**config.mk**
```make
export PLATFORM = sky130hd
export DESIGN_NAME = rle_base62_palette_image_decoder
export DESIGN_NICKNAME = d
export VERILOG_FILES = /design/src/sv/rle62_pkg.sv /design/src/sv/rle_base62_palette_image_decoder.sv /design/src/sv/rle62_parser.sv /design/src/sv/rle62_coord.sv
export SDC_FILE = /design/constraint.sdc
export NUM_CORES = 2
export LEC_CHECK = 0
export ABC_AREA = 1
export CAP_MARGIN = 25
export CORE_MARGIN = 3
export CORE_UTILIZATION = 43
export DETAILED_ROUTE_END_ITERATION = 6
export DONT_BUFFER_PORTS = 1
export GPL_TIMING_DRIVEN = 0
export SLEW_MARGIN = 10
export SYNTH_ARGS = -nofsm -noshare
export SYNTH_HDL_FRONTEND = slang
export SYNTH_SLANG_ARGS = --single-unit
```
**constraint.sdc**
```tcl
create_clock -name clk_i -period 12.86 [get_ports clk_i]
set_clock_uncertainty 0.2 [all_clocks]
set_input_delay 3.215 -clock clk_i [delete_from_list [all_inputs] [get_ports clk_i]]
set_output_delay 3.215 -clock clk_i [all_outputs]
set_load 0.02 [all_outputs]
```
**src/sv/rle62_pkg.sv**
```systemverilog
// Shared types, constants and palette ROM for the run-length palette image decoder.
package rle62_pkg;

  localparam int LINE_WIDTH_DEF    = 320;
  localparam int POSITION_BITS_DEF = 24;

  localparam int COUNT_W = 18;
  localparam int WIDTH_W = 22;
  localparam int COORD_W = 24;
  localparam int COLOR_W = 24;

  localparam logic [7:0] ESCAPE_BYTE = 8'h2a;  // '*'
  localparam logic [7:0] CHAR_ZERO   = 8'h30;
  localparam logic [7:0] CHAR_NINE   = 8'h39;
  localparam logic [7:0] CHAR_A      = 8'h41;
  localparam logic [7:0] CHAR_Z      = 8'h5a;

  typedef enum logic [1:0] {
    CFG_ORIGIN_X    = 2'd0,
    CFG_ORIGIN_Y    = 2'd1,
    CFG_PIXEL_SCALE = 2'd2
  } cfg_index_e;

  typedef enum logic [4:0] {
    PH_IDLE   = 5'b00001,
    PH_DIGIT1 = 5'b00010,
    PH_DIGIT2 = 5'b00100,
    PH_DIGIT3 = 5'b01000,
    PH_COLOR  = 5'b10000
  } phase_e;

  // One rectangle waiting for its screen coordinates.
  typedef struct packed {
    logic [WIDTH_W-1:0] width;
    logic [3:0]         color;
    logic               last;
  } desc_t;

  function automatic logic [COLOR_W-1:0] palette(input logic [3:0] idx);
    logic [COLOR_W-1:0] rgb;
    unique case (idx)
      4'd0:  rgb = 24'hffffff;
      4'd1:  rgb = 24'ha7dcf3;
      4'd2:  rgb = 24'h669fe5;
      4'd3:  rgb = 24'h3eb8f2;
      4'd4:  rgb = 24'h69dff7;
      4'd5:  rgb = 24'hd2fdfc;
      4'd6:  rgb = 24'h000000;
      4'd7:  rgb = 24'ha3fbfc;
      4'd8:  rgb = 24'hb8fffa;
      4'd9:  rgb = 24'h47f7f9;
      4'd10: rgb = 24'h1f8ff3;
      4'd11: rgb = 24'h1063cc;
      4'd12: rgb = 24'h2c7af7;
      4'd13: rgb = 24'h0f48ca;
      4'd14: rgb = 24'h0b2dc2;
      4'd15: rgb = 24'h0710b8;
    endcase
    return rgb;
  endfunction

endpackage

```
**src/sv/rle_base62_palette_image_decoder.sv**
```systemverilog
// Top level of the run-length palette image decoder: configuration registers and datapath.
// Takes one encoded image byte per cycle unless in_stall_o is high, turning it into
// fill-rectangle commands. An escape or count digit draws nothing, a plain byte one
// rectangle, a colour byte closing a run two (one if it is the escape), stalling the
// input while the second waits in the queue. A rectangle passes through the parser's
// queue slot, the reciprocal multiply that splits the position into column and row,
// the remainder stage and the scale/offset stage. The user must write configuration
// through the cfg port only while no item is in flight; the block does not enforce this.
module rle_base62_palette_image_decoder #(
  parameter int LINE_WIDTH    = rle62_pkg::LINE_WIDTH_DEF,
  parameter int POSITION_BITS = rle62_pkg::POSITION_BITS_DEF
) (
  input  logic                                 clk_i,
  input  logic                                 rst_ni,
  input  logic                                 cfg_valid_i,
  output logic                                 cfg_ready_o,
  input  logic [1:0]                           cfg_index_i,
  input  logic [15:0]                          cfg_data_i,
  input  logic                                 in_valid_i,
  output logic                                 in_stall_o,
  input  logic [7:0]                           code_byte_i,
  input  logic                                 start_of_image_i,
  output logic                                 out_valid_o,
  input  logic                                 out_stall_i,
  output logic signed [rle62_pkg::COORD_W-1:0] rect_x_o,
  output logic signed [rle62_pkg::COORD_W-1:0] rect_y_o,
  output logic [rle62_pkg::WIDTH_W-1:0]        rect_width_o,
  output logic [3:0]                           rect_height_o,
  output logic [rle62_pkg::COLOR_W-1:0]        fill_color_o,
  output logic                                 last_of_run_o
);

  logic signed [15:0]       origin_x_q, origin_y_q;
  logic [3:0]               scale_q;
  logic                     desc_valid, desc_ready;
  logic [POSITION_BITS-1:0] desc_pos;
  rle62_pkg::desc_t         desc;

  assign cfg_ready_o = 1'b1;

  always_ff @(posedge clk_i or negedge rst_ni) begin
    if (!rst_ni) begin
      origin_x_q <= '0;
      origin_y_q <= '0;
      scale_q    <= 4'd1;
    end else if (cfg_valid_i && cfg_ready_o) begin
      case (cfg_index_i)
        rle62_pkg::CFG_ORIGIN_X:    origin_x_q <= cfg_data_i;
        rle62_pkg::CFG_ORIGIN_Y:    origin_y_q <= cfg_data_i;
        rle62_pkg::CFG_PIXEL_SCALE: scale_q    <= cfg_data_i[3:0];
        default: ;
      endcase
    end
  end

  rle62_parser #(
    .PosBits (POSITION_BITS)
  ) u_parser (
    .clk_i            (clk_i),
    .rst_ni           (rst_ni),
    .scale_i          (scale_q),
    .in_valid_i       (in_valid_i),
    .in_stall_o       (in_stall_o),
    .code_byte_i      (code_byte_i),
    .start_of_image_i (start_of_image_i),
    .desc_valid_o     (desc_valid),
    .desc_ready_i     (desc_ready),
    .desc_pos_o       (desc_pos),
    .desc_o           (desc)
  );

  rle62_coord #(
    .LineWidth (LINE_WIDTH),
    .PosBits   (POSITION_BITS)
  ) u_coord (
    .clk_i         (clk_i),
    .rst_ni        (rst_ni),
    .origin_x_i    (origin_x_q),
    .origin_y_i    (origin_y_q),
    .scale_i       (scale_q),
    .desc_valid_i  (desc_valid),
    .desc_ready_o  (desc_ready),
    .desc_pos_i    (desc_pos),
    .desc_i        (desc),
    .out_valid_o   (out_valid_o),
    .out_stall_i   (out_stall_i),
    .rect_x_o      (rect_x_o),
    .rect_y_o      (rect_y_o),
    .rect_width_o  (rect_width_o),
    .rect_height_o (rect_height_o),
    .fill_color_o  (fill_color_o),
    .last_of_run_o (last_of_run_o)
  );

endmodule

```
**src/sv/rle62_parser.sv**
```systemverilog
// Byte parser: escape/count state, linear pixel position and a two-slot rectangle queue.
module rle62_parser #(
  parameter int PosBits = rle62_pkg::POSITION_BITS_DEF
) (
  input  logic                 clk_i,
  input  logic                 rst_ni,
  input  logic [3:0]           scale_i,
  input  logic                 in_valid_i,
  output logic                 in_stall_o,
  input  logic [7:0]           code_byte_i,
  input  logic                 start_of_image_i,
  output logic                 desc_valid_o,
  input  logic                 desc_ready_i,
  output logic [PosBits-1:0]   desc_pos_o,
  output rle62_pkg::desc_t     desc_o
);

  localparam int CW = rle62_pkg::COUNT_W;
  localparam int WW = rle62_pkg::WIDTH_W;

  rle62_pkg::phase_e phase_q, phase_d, phase_cur;
  logic [CW-1:0]      cnt_q, cnt_d, cnt_cur, digit;
  logic [PosBits-1:0] pos_q, pos_d, pos_cur, pos_run_end;

  logic               a_valid_q, b_valid_q;
  logic [PosBits-1:0] a_pos_q, b_pos_q, r0_pos, r1_pos;
  rle62_pkg::desc_t   a_desc_q, b_desc_q, r0, r1;
  logic               has0, has1, accept, is_esc;

  assign in_stall_o   = b_valid_q | (a_valid_q & ~desc_ready_i);
  assign accept       = in_valid_i & ~in_stall_o;
  assign desc_valid_o = a_valid_q;
  assign desc_pos_o   = a_pos_q;
  assign desc_o       = a_desc_q;

  // Base-62 digit; anything outside 0-9/A-Z is code minus 61, wrapped.
  always_comb begin
    if (code_byte_i >= rle62_pkg::CHAR_ZERO && code_byte_i <= rle62_pkg::CHAR_NINE) begin
      digit = CW'(code_byte_i - rle62_pkg::CHAR_ZERO);
    end else if (code_byte_i >= rle62_pkg::CHAR_A && code_byte_i <= rle62_pkg::CHAR_Z) begin
      digit = CW'(code_byte_i - rle62_pkg::CHAR_A) + CW'(10);
    end else begin
      digit = CW'(code_byte_i) - CW'(61);
    end
  end

  assign is_esc      = (code_byte_i == rle62_pkg::ESCAPE_BYTE);
  assign phase_cur   = start_of_image_i ? rle62_pkg::PH_IDLE : phase_q;
  assign cnt_cur     = start_of_image_i ? '0 : cnt_q;
  assign pos_cur     = start_of_image_i ? '0 : pos_q;
  assign pos_run_end = pos_cur + PosBits'(cnt_cur) - PosBits'(1);

  always_comb begin
    phase_d = phase_cur;
    cnt_d   = cnt_cur;
    pos_d   = pos_cur;
    has0    = 1'b0;
    has1    = 1'b0;
    r0_pos  = pos_cur;
    r1_pos  = pos_run_end;
    r0      = '{width: WW'(scale_i), color: digit[3:0], last: 1'b1};
    r1      = '{width: WW'(scale_i), color: digit[3:0], last: 1'b1};
    unique case (phase_cur)
      rle62_pkg::PH_DIGIT1: begin
        cnt_d   = (cnt_cur << 6) - (cnt_cur << 1) + digit;
        phase_d = rle62_pkg::PH_DIGIT2;
      end
      rle62_pkg::PH_DIGIT2: begin
        cnt_d   = (cnt_cur << 6) - (cnt_cur << 1) + digit;
        phase_d = rle62_pkg::PH_DIGIT3;
      end
      rle62_pkg::PH_DIGIT3: begin
        cnt_d   = (cnt_cur << 6) - (cnt_cur << 1) + digit;
        phase_d = rle62_pkg::PH_COLOR;
      end
      rle62_pkg::PH_COLOR: begin
        has0     = 1'b1;
        r0.width = WW'(cnt_cur) * WW'(scale_i);
        r0.last  = is_esc;
        if (is_esc) begin
          // escape as colour byte: run only, then a fresh escape
          pos_d   = pos_run_end;
          cnt_d   = '0;
          phase_d = rle62_pkg::PH_DIGIT1;
        end else begin
          has1    = 1'b1;
          pos_d   = pos_cur + PosBits'(cnt_cur);
          phase_d = rle62_pkg::PH_IDLE;
        end
      end
      default: begin
        if (is_esc) begin
          cnt_d   = '0;
          phase_d = rle62_pkg::PH_DIGIT1;
        end else begin
          has0    = 1'b1;
          pos_d   = pos_cur + PosBits'(1);
          phase_d = rle62_pkg::PH_IDLE;
        end
      end
    endcase
  end

  always_ff @(posedge clk_i or negedge rst_ni) begin
    if (!rst_ni) begin
      phase_q   <= rle62_pkg::PH_IDLE;
      cnt_q     <= '0;
      pos_q     <= '0;
      a_valid_q <= 1'b0;
      b_valid_q <= 1'b0;
    end else begin
      if (accept) begin
        phase_q <= phase_d;
        cnt_q   <= cnt_d;
        pos_q   <= pos_d;
        // accept implies slot b is empty and slot a is free or draining
        a_valid_q <= has0 | (a_valid_q & ~desc_ready_i);
        b_valid_q <= has1;
      end else if (a_valid_q & desc_ready_i) begin
        a_valid_q <= b_valid_q;
        b_valid_q <= 1'b0;
      end
    end
  end

  always_ff @(posedge clk_i) begin
    if (accept) begin
      if (has0) begin
        a_pos_q  <= r0_pos;
        a_desc_q <= r0;
      end
      if (has1) begin
        b_pos_q  <= r1_pos;
        b_desc_q <= r1;
      end
    end else if (a_valid_q & desc_ready_i & b_valid_q) begin
      a_pos_q  <= b_pos_q;
      a_desc_q <= b_desc_q;
    end
  end

endmodule

```
**src/sv/rle62_coord.sv**
```systemverilog
// Coordinate pipeline: position to column/row by reciprocal multiply, then scale and offset.
module rle62_coord #(
  parameter int LineWidth = rle62_pkg::LINE_WIDTH_DEF,
  parameter int PosBits   = rle62_pkg::POSITION_BITS_DEF
) (
  input  logic                                 clk_i,
  input  logic                                 rst_ni,
  input  logic signed [15:0]                   origin_x_i,
  input  logic signed [15:0]                   origin_y_i,
  input  logic [3:0]                           scale_i,
  input  logic                                 desc_valid_i,
  output logic                                 desc_ready_o,
  input  logic [PosBits-1:0]                   desc_pos_i,
  input  rle62_pkg::desc_t                     desc_i,
  output logic                                 out_valid_o,
  input  logic                                 out_stall_i,
  output logic signed [rle62_pkg::COORD_W-1:0] rect_x_o,
  output logic signed [rle62_pkg::COORD_W-1:0] rect_y_o,
  output logic [rle62_pkg::WIDTH_W-1:0]        rect_width_o,
  output logic [3:0]                           rect_height_o,
  output logic [rle62_pkg::COLOR_W-1:0]        fill_color_o,
  output logic                                 last_of_run_o
);

  localparam int XW     = rle62_pkg::COORD_W;
  localparam int RecipK = PosBits + $clog2(LineWidth);
  localparam int RecipW = PosBits + 1;
  // wide enough that the quotient select below stays inside the product
  localparam int ProdW  = RecipK + PosBits;
  localparam int ColW   = $clog2(LineWidth + 1);
  // ceil(2^K / LineWidth): exact floor division for every PosBits-bit position
  localparam logic [63:0] RecipFull =
    ((64'd1 << RecipK) + 64'(LineWidth) - 64'd1) / 64'(LineWidth);
  localparam logic [RecipW-1:0] RecipM = RecipFull[RecipW-1:0];

  logic               v2_q, v3_q, v4_q, r2, r3, r4;
  logic [PosBits-1:0] pos2_q, q2_q, row3_q, rem3;
  logic [ProdW-1:0]   prod2;
  logic [ColW-1:0]    col3_q;
  rle62_pkg::desc_t   desc2_q, desc3_q;

  assign r4           = ~v4_q | ~out_stall_i;
  assign r3           = ~v3_q | r4;
  assign r2           = ~v2_q | r3;
  assign desc_ready_o = r2;
  assign out_valid_o  = v4_q;

  assign prod2 = ProdW'(desc_pos_i) * ProdW'(RecipM);
  assign rem3  = pos2_q - PosBits'(q2_q * PosBits'(LineWidth));

  always_ff @(posedge clk_i or negedge rst_ni) begin
    if (!rst_ni) begin
      v2_q <= 1'b0;
      v3_q <= 1'b0;
      v4_q <= 1'b0;
    end else begin
      if (r2) v2_q <= desc_valid_i;
      if (r3) v3_q <= v2_q;
      if (r4) v4_q <= v3_q;
    end
  end

  always_ff @(posedge clk_i) begin
    if (r2) begin
      pos2_q  <= desc_pos_i;
      q2_q    <= prod2[RecipK +: PosBits];
      desc2_q <= desc_i;
    end
    if (r3) begin
      col3_q  <= ColW'(rem3);
      row3_q  <= q2_q;
      desc3_q <= desc2_q;
    end
    if (r4) begin
      rect_x_o      <= XW'(origin_x_i) + XW'(XW'(col3_q) * XW'(scale_i));
      rect_y_o      <= XW'(origin_y_i) + XW'(XW'(row3_q) * XW'(scale_i));
      rect_width_o  <= desc3_q.width;
      rect_height_o <= scale_i;
      fill_color_o  <= rle62_pkg::palette(desc3_q.color);
      last_of_run_o <= desc3_q.last;
    end
  end

endmodule
```
==> flow_results.xml <==
<?xml version="1.0" encoding="UTF-8"?>
<metrics>
  <group name="cells_and_area">
    <metric name="area_growth" unit="%">7.882</metric>
    <metric name="num-nets-final" unit="">4989</metric>
    <metric name="layout-drive-gt1-share" unit="%">4.124</metric>
  </group>
  <group name="critical_path">
    <metric name="critPathBufInv" unit="">2</metric>
    <metric name="maximum_cell_stage_delay_along_the_critical_path" unit="ns">0.31</metric>
    <metric name="critical_path_class" unit="">input port to output pin</metric>
    <metric name="critical_path.endpoint_type" unit="">output pin</metric>
    <metric name="worstPathRequired" unit="ns">9.44</metric>
    <metric name="worst_ep_arrival_time" unit="ns">4.78</metric>
    <metric name="start_kind" unit="">input port</metric>
    <metric name="timing.critical_path.fanout_max" unit="">37</metric>
    <metric name="crit_chain" unit="">nand2_4 -&gt; nor2_1 -&gt; inv_2 -&gt; buf_12 -&gt; nor2_1 -&gt; nand2_1 -&gt; nand2_1</metric>
    <metric name="worst_path_dominant_cell_family" unit="">simple AND/OR/NAND/NOR gates</metric>
    <metric name="critical-path-slowest-cell" unit="">sky130_fd_sc_hd__nand2_1</metric>
    <metric name="crit-reg2reg-launch" unit="">u_parser.desc_pos_o[1]</metric>
    <metric name="timing.critical_path.from" unit="">out_stall_i</metric>
  </group>
  <group name="clock_tree">
    <metric name="postCtsSetupRepairBufs" unit="">0</metric>
    <metric name="path_clk_slew" unit="ns">0.06</metric>
    <metric name="clkLatencyLatePin" unit="ns">0.58</metric>
    <metric name="clockRootBuffer" unit="">sky130_fd_sc_hd__clkbuf_16</metric>
    <metric name="tritoncts" unit="">yes</metric>
    <metric name="cts_hold_buf" unit="">0</metric>
    <metric name="cts_resized" unit="">0</metric>
    <metric name="cts_made_buffers" unit="">41</metric>
    <metric name="cts_sinks" unit="">367</metric>
    <metric name="clock_tree.buffer_depth" unit="">3</metric>
    <metric name="h-tree-depth" unit="">2</metric>
  </group>
  <group name="synthesis">
    <metric name="synth_edf_count" unit="">279</metric>
    <metric name="synth.top_cell.area_share" unit="%">23.30</metric>
    <metric name="synth_xor_xnor_area_share" unit="%">3.386</metric>
    <metric name="synthTopCellsByArea" unit="">sky130_fd_sc_hd__edfxtp_1, sky130_fd_sc_hd__fa_1, sky130_fd_sc_hd__ha_1, sky130_fd_sc_hd__inv_1, sky130_fd_sc_hd__nand2_1</metric>
    <metric name="flops_latches_synth" unit="">367</metric>
    <metric name="ys_dominant_reg_cell" unit="">sky130_fd_sc_hd__edfxtp_1</metric>
    <metric name="synthesis.yosys.warnings" unit="">0</metric>
    <metric name="synth_most_common_cell" unit="">sky130_fd_sc_hd__inv_1</metric>
    <metric name="synth_fa_ha_area_share" unit="%">31.31</metric>
    <metric name="synth.cell_area" unit="µm²">35950</metric>
    <metric name="synthesis.instances" unit="">4189</metric>
    <metric name="synth_compound_gate_area_share" unit="%">8.992</metric>
    <metric name="async_reset_ff_share" unit="%">23.98</metric>
    <metric name="netlist-cell-type-count" unit="">58</metric>
    <metric name="yosys.area_share.simple" unit="%">16.31</metric>
    <metric name="yosys-top-cells-count" unit="">sky130_fd_sc_hd__inv_1, sky130_fd_sc_hd__nand2_1, sky130_fd_sc_hd__ha_1, sky130_fd_sc_hd__fa_1, sky130_fd_sc_hd__edfxtp_1</metric>
    <metric name="yosysSeqAreaShare" unit="%">29.43</metric>
    <metric name="combinational_family_with_the_most_area_after_synthesis" unit="">adder cells</metric>
    <metric name="post_synth.cell_area_avg" unit="µm²">8.583</metric>
    <metric name="post_synthesis_mux_area_share" unit="%">0</metric>
    <metric name="synthesis.nets" unit="">4942</metric>
    <metric name="post-synth-top-area-cell" unit="">sky130_fd_sc_hd__edfxtp_1</metric>
  </group>
  <group name="drt">
    <metric name="drtPass1Iterations" unit="">6</metric>
    <metric name="postRouteAntennaNets" unit="">0</metric>
    <metric name="viasPerCell" unit="">5.110</metric>
    <metric name="initialDrtViolationCount" unit="">1738</metric>
    <metric name="wl_per_cell" unit="µm">18.02</metric>
    <metric name="vias" unit="">27290</metric>
    <metric name="drc" unit="">0</metric>
    <metric name="totalWireLength" unit="µm">96210</metric>
  </group>
  <group name="die">
    <metric name="die_width" unit="µm">295.2</metric>
    <metric name="die_h" unit="µm">295.2</metric>
    <metric name="core.rowCount" unit="">105</metric>
    <metric name="initial_utilization" unit="%">43.58</metric>
    <metric name="io_pins" unit="">134</metric>
    <metric name="core-area" unit="µm²">82500</metric>
    <metric name="area_of_the_die" unit="µm²">87120</metric>
  </group>
  <group name="placement">
    <metric name="dp.final_hpwl" unit="µm">80220</metric>
    <metric name="numPortBuffers" unit="">0</metric>
    <metric name="gp_routability_congestion" unit="">0.9513</metric>
  </group>
  <group name="sta">
    <metric name="finalCriticalPeriod" unit="ns">8.191</metric>
    <metric name="max_clock_freq" unit="MHz">122.1</metric>
    <metric name="finalCritPeriodShare" unit="%">63.70</metric>
    <metric name="final_hold_viol_count" unit="">0</metric>
    <metric name="setup-tns-final" unit="ns">0</metric>
    <metric name="maxSlewViolCount" unit="">0</metric>
    <metric name="grt_setup_unrepaired" unit="">false</metric>
    <metric name="worst-slew-pin-transition" unit="ns">1.101</metric>
    <metric name="relative_max_transition_margin" unit="%">26.31</metric>
    <metric name="final-setup-viol-count" unit="">0</metric>
  </group>
  <group name="global_routing">
    <metric name="global_route_wire_length_before_repair" unit="µm">152500</metric>
    <metric name="groute.layer.met1.usage" unit="%">30.59</metric>
    <metric name="groute.layer.met3.usage" unit="%">3.493</metric>
    <metric name="vias_in_the_first_global_route" unit="">27450</metric>
    <metric name="grt_max_degree" unit="">89</metric>
    <metric name="grt_use_met2" unit="%">36.80</metric>
    <metric name="grt_busiest_layer" unit="">met2</metric>
    <metric name="initial_antenna_violation_count" unit="">5</metric>
    <metric name="groute.usage.overall" unit="%">22.43</metric>
    <metric name="overflow_left_after_global_routing" unit="">0</metric>
  </group>
  <group name="worst_hold_path">
    <metric name="worstHoldPathType" unit="">flop to flop</metric>
    <metric name="hold_path.startpoint" unit="">u_coord.desc3_q[9]</metric>
  </group>
  <group name="run">
    <metric name="drv_cap" unit="">0</metric>
  </group>
  <group name="status">
    <metric name="outcome" unit="">finished clean</metric>
  </group>
</metrics>
worst paths after layout:
check | end | slack, ns | cells after the start
min | u_coord.rect_width_o[4] | 0.21 | 0
max | in_stall_o | 4.67 | 7
min in group asynchronous | u_parser.cnt_q[15] | 2.12 | 0
max in group asynchronous | scale_q[0] | 10.03 | 0
max reg2reg | u_coord.q2_q[15] | 5.93 | 19
min reg2reg | u_coord.rect_width_o[4] | 0.21 | 0
registers in the layout, summed over array words and instances, names as in the netlist, 24 cells and up:
name	cells
u_coord.desc2_q	27
u_coord.desc3_q	27
u_coord.fill_color_o	24
u_coord.rect_y_o	24
u_parser.b_pos_q	24
u_parser.desc_o	27
u_parser.desc_pos_o	24
u_parser.pos_q	24
cells by family after synthesis:
logic type / Yosys count
AND/OR/NAND/NOR: 1396
buffers and inverters: 991
adder cells (fa/ha/maj): 721
AO/OA/AOI/OAI: 574
flip-flops: 367
XOR/XNOR: 139
other: 1
routing by layer:
layer	up-vias	routed length, µm
met5	-	0
met4	0	3089
met3	143	5261
met2	682	44180
met1	12990	43680
li1	13480	-
cell type report:
| class | count | area [µm²] |
|---|---|---|
| fillers | 8153 | 43720 |
| multi-input cells | 2831 | 21600 |
| flip-flops and latches | 367 | 10580 |
| inverters | 907 | 3407 |
| well taps | 1070 | 1339 |
| clock buffers | 52 | 1117 |
| plain buffers | 84 | 389.1 |
| clock inverters | 23 | 257.7 |
| repair buffers | 4 | 87.58 |
| diodes | 2 | 5.005 |
stage by stage:
stage	hold slack [ns]	utilization, %	instances	setup slack, ns	cell area, µm²
after floorplan	0.2003	-	4189	2.583	35950
after global placement	0.2015	45.20	5259	0.1400	37290
after detailed placement	0.2045	45.34	5263	4.620	37410
after CTS	0.2139	47.01	5338	4.622	38780
after global routing	0.2186	47.01	5338	4.413	38780
final	0.2111	47.01	5340	4.669	38790
cells in the final DEF (no fill, tap or decap), drive strengths merged, types with 9 or more instances in the layout:
| cell type | instances |
|---|---|
| inv | 908 |
| nand2 | 854 |
| ha | 423 |
| fa | 298 |
| nor2 | 282 |
| edfxtp | 279 |
| o21ai | 231 |
| a21oi | 210 |
| nand3 | 159 |
| clkbuf | 104 |
| xor2 | 103 |
| dfrtp | 86 |
| nand4 | 42 |
| xnor2 | 36 |
| buf | 36 |
| nor3 | 34 |
| clkinv | 17 |
| o211ai | 16 |
| o21a | 15 |
| a21boi | 14 |
| a21o | 12 |
| o21bai | 12 |
| o31ai | 10 |
| a31oi | 9 |
| o22ai | 9 |
Power is not shown: default switching activity piles up to over one toggle a cycle in this logic, so the estimate is an artifact.
